$ cat src/sv/qmdh_pkg.sv
package qmdh_pkg;

    localparam int IN_W      = 80;
    localparam int FUNC_W    = 2;
    localparam int OUT_W     = 40;
    localparam int CFG_IDX_W = 3;
    localparam int CFG_W     = 32;
    localparam int MUL_W     = 34;
    localparam int PROD_W    = 2 * MUL_W;
    localparam int ACC_W     = 38;
    localparam int FRAC      = 28;
    localparam int PIX_SHIFT = 44;

    localparam logic [1:0] FUNC_CLEAR = 2'd0;
    localparam logic [1:0] FUNC_TRACE = 2'd1;
    localparam logic [1:0] FUNC_READ  = 2'd2;
    localparam logic [1:0] FUNC_NONE  = 2'd3;

    localparam logic [CFG_IDX_W-1:0] CFG_COEF_A   = 3'd0;
    localparam logic [CFG_IDX_W-1:0] CFG_COEF_B   = 3'd1;
    localparam logic [CFG_IDX_W-1:0] CFG_ORIGIN_X = 3'd2;
    localparam logic [CFG_IDX_W-1:0] CFG_ORIGIN_Y = 3'd3;
    localparam logic [CFG_IDX_W-1:0] CFG_SCALE_X  = 3'd4;
    localparam logic [CFG_IDX_W-1:0] CFG_SCALE_Y  = 3'd5;
    localparam logic [CFG_IDX_W-1:0] CFG_SETTLE   = 3'd6;
    localparam logic [CFG_IDX_W-1:0] CFG_DRAW     = 3'd7;

    localparam logic [31:0] RST_COEF_A = 32'd34896609;
    localparam logic [31:0] RST_COEF_B = 32'd24159191;
    localparam logic [31:0] RST_ORIGIN = 32'hE000_0000;
    localparam logic [31:0] RST_SCALE  = 32'd4194304;
    localparam logic [9:0]  RST_SETTLE = 10'd10;
    localparam logic [12:0] RST_DRAW   = 13'd4000;

    localparam logic [12:0] DRAW_MAX   = 13'd4096;
    localparam logic [33:0] SHADE_FULL = 34'd65025;
    localparam logic [7:0]  SHADE_TOP  = 8'd255;

    typedef logic signed [ACC_W-1:0] t_acc;

    function automatic t_acc fl28(input logic signed [PROD_W-1:0] p);
        logic signed [PROD_W-1:0] s;
        s = p >>> FRAC;
        return s[ACC_W-1:0];
    endfunction

    // {escape, saturated value}
    function automatic logic [32:0] sat32(input t_acc v);
        logic [32:0] r;
        if (v >= t_acc'(64'sh8000_0000)) begin
            r = {1'b1, 32'h7FFF_FFFF};
        end else if (v <= -t_acc'(64'sh8000_0000)) begin
            r = {1'b1, 32'h8000_0000};
        end else begin
            r = {1'b0, v[31:0]};
        end
        return r;
    endfunction

endpackage

$ cat src/sv/qmdh_mul.sv
module qmdh_mul (
    input  logic                                 i_clk,
    input  logic signed [qmdh_pkg::MUL_W-1:0]    i_a,
    input  logic signed [qmdh_pkg::MUL_W-1:0]    i_b,
    output logic signed [qmdh_pkg::PROD_W-1:0]   o_p
);
    import qmdh_pkg::*;

    logic signed [PROD_W-1:0] r_p;

    always_ff @(posedge i_clk) begin
        r_p <= PROD_W'(i_a) * PROD_W'(i_b);
    end

    assign o_p = r_p;

endmodule

$ cat config.mk
export PLATFORM = sky130hd
export DESIGN_NAME = qmdh_mul
export DESIGN_NICKNAME = d
export VERILOG_FILES = /design/src/sv/qmdh_pkg.sv /design/src/sv/qmdh_mul.sv
export SDC_FILE = /design/constraint.sdc
export NUM_CORES = 2
export LEC_CHECK = 0
export BUFFER_PORTS_ARGS = -buffer_cell sky130_fd_sc_hd__buf_2
export CORE_AREA = 2 2 399 441
export DETAILED_ROUTE_END_ITERATION = 8
export DIE_AREA = 0 0 401 443
export HOLD_SLACK_MARGIN = 0.06
export MAX_ROUTING_LAYER = met4
export SLEW_MARGIN = 30
export SYNTH_ARGS = -nofsm -noshare
export SYNTH_HDL_FRONTEND = slang
export SYNTH_SLANG_ARGS = --single-unit
$ cat constraint.sdc
create_clock -name i_clk -period 10.98 [get_ports i_clk]
set_input_delay 2.196 -clock i_clk [delete_from_list [all_inputs] [get_ports i_clk]]
set_output_delay 2.196 -clock i_clk [all_outputs]
set_load 0.01 [all_outputs]
==> flow_summary.toml <==
[die]
die_area_mm2 = 0.178
die_y_um = 443
core_area_mm2 = 0.174
chipWidth_um = 401
ios = 137
std_cell_rows = 161
start_util_pct = 24.8

[critical_path]
cp-end-kind = "flop"
critPathArrivalTime_ns = 10.43
crit_fanout = 29
critPathRequiredTime_ns = 11.32
crit_chain = "buf_2, nand2_1, inv_1, fa_1, fa_1, fa_1, fa_1, fa_1, fa_1, fa_1, inv_1, fa_1, inv_1, ha_1, a21oi_1, o21ai_0, a21o_1, a21o_1, a221oi_1, o21ai_0, a31oi_2, o21ai_0, a21oi_1, xnor2_1"
critPathKind = "in2reg"
max_stage_delay_ns = 1.00
cp-start-kind = "input port"
slowest_stage = "fa_1"
cpMostUsedCell = "fa_1"

[global_route]
grt_pass1_wl_um = 192000
grt_usage_pct = 14.2
grt_overflow_total = 0
antenna_found_initial = 12
grt_pass1_vias = 33700
grt_max_degree = 35

[drt]
viasPerCell = 4.32
wire_per_inst_um = 17.2
drc = 0
first_iter_violations = 1467
routed_wl_um = 117000
dr_total_vias = 29500
ant_nets = 0
drt_pre_antenna_iters = 5

[logic_synthesis]
ys_warn_count = 0
synth_edf_count = 0
synth_seq_cells = 68
synth.distinct_cells = 69
synth_area_mm2 = 0.0430
synth.avg_cell_area_um2 = 9.45
ys_top_cells_by_area = "fa_1, inv_1, and2_1"
syn_inst = 4554
netlist.area_leader.share_pct = 57.7
ys_async_sr_fraction_pct = 0
yosysSeqAreaShare_pct = 3.16
synthesis.nets = 6068
ys.flop_type = "dfxtp_1"
yosys.area.top_type = "fa_1"

[timing]
finalHoldViolCount = 0
worst_pin_slew_ns = 0.975
rsz0062_at_grt = "false"
relSlewSlack_pct = 35.0
post-route-period-util_pct = 91.9
slew_violations = 0
setup_viol = 0
tns_ns = 0
post-route-min-period_ns = 10.09
fmax_mhz = 99.1

[finish]
final_common_cell = "fa_1"
final_cell_mix = "fa_1, inv_1, and2_1, nand2_1, ha_1"
drive_above_1_share_pct = 5.17
area_growth_pct = 7.83
finalNetCount = 6037
fillers = 18600
regArea_mm2 = 0.00136
largest_reg_flops = 68
multiInputGateArea_mm2 = 0.0361

[worst_hold_path]
hold_end = "o_p[0]$_DFF_P_"
hold_path.class = "in2reg"
hp-start = "i_b[0]"
min_path_cells = 2

[cts]
numCtsBuffers = 9
clockBufferDepth = 2
hold_buffers = 0
cts.sinks = 68
cts_post_setup_buffers_inserted = 0
cts_resized = 0
htree_levels = 3
clockRootBuffer = "clkbuf_16"
clkTransAtPathRegs_ns = 0.08
cts_tree = "yes"

[place]
port_buffers = 136
place.gp.congestion = 0.940
hpwl_um = 100000

[job]
maxCapViolCount = 0

[status]
outcome = "completed"
synth_stat cells, drive strengths merged, types with 4 or more instances:
master	instances
fa	1241
a31oi	10
nor3	5
and3	8
nand2b	20
dfxtp	68
o21ai	41
inv	1231
nor2	56
xor2	23
nand4	11
or2	4
o41ai	6
a221oi	4
and2	623
buf	9
o21bai	12
a211oi	7
clkbuf	217
ha	204
a21o	37
nand2	542
nand3	11
o21a	4
a21oi	63
xnor2	56
nor2b	9
kinds of logic after synthesis:
kind of cell	synth area share [%]
AOI/OAI and AO/OA	3.35
xor gates and xnor gates	1.61
adders and majority gates	63.7
buffers and inverters	12.8
DFF	3.16
and+or+nand+nor	15.4
critical path, delay by kind of cell:
kind | cells | cell delay, ns
fa+ha+maj | 9 | 4.88
buf+inv | 4 | 0.80
compound gates | 9 | 2.15
xor+xnor | 1 | 0.14
simple gates | 1 | 0.21
layer usage:
layer	up-vias	track usage (%)	routed length (um)
met5	-	-	0
met4	0	3.62	2900
met3	157	1.86	6030
met2	828	25.5	63000
met1	15700	16.8	45300
li1	12700	-	-
cell type report:
cell class,count,area share (%)
well taps,2282,6.15
clock inverters,7,0.213
inverters,1232,9.97
clock buffers,9,0.485
diodes,8,0.0431
multi-input cells,3026,77.9
repair buffers,186,2.30
flip-flops and latches,68,2.93
per-stage QoR:
step                      hold WS, ns  area (um^2)  cells  util [%]  worst slack [ns]
after floorplan                  2.32        43000   4554         -              1.29
after global placement           2.60        46000   6793      26.5             0.611
after detailed placement         2.59        46000   6793      26.5             0.501
after CTS                        2.36        46400   6809      26.7             0.949
after global routing             2.43        46400   6818      26.7             0.543
final                            2.42        46400   6818      26.7             0.891
worst max-delay path by stage:
stage	from	end	slack, ns	cells after the start
6_report	i_b[4]	o_p[67]$_DFF_P_	0.89	24
5_1_grt	i_b[1]	o_p[65]$_DFF_P_	0.54	24
4_1_cts	i_b[1]	o_p[65]$_DFF_P_	0.95	24
3_5_place_dp	i_b[1]	o_p[65]$_DFF_P_	0.50	24
3_3_place_gp	i_b[1]	o_p[67]$_DFF_P_	0.61	24
2_1_floorplan	i_a[33]	o_p[65]$_DFF_P_	1.29	24
Power is not shown: default switching activity piles up to over one toggle a cycle in this logic, so the estimate is an artifact.
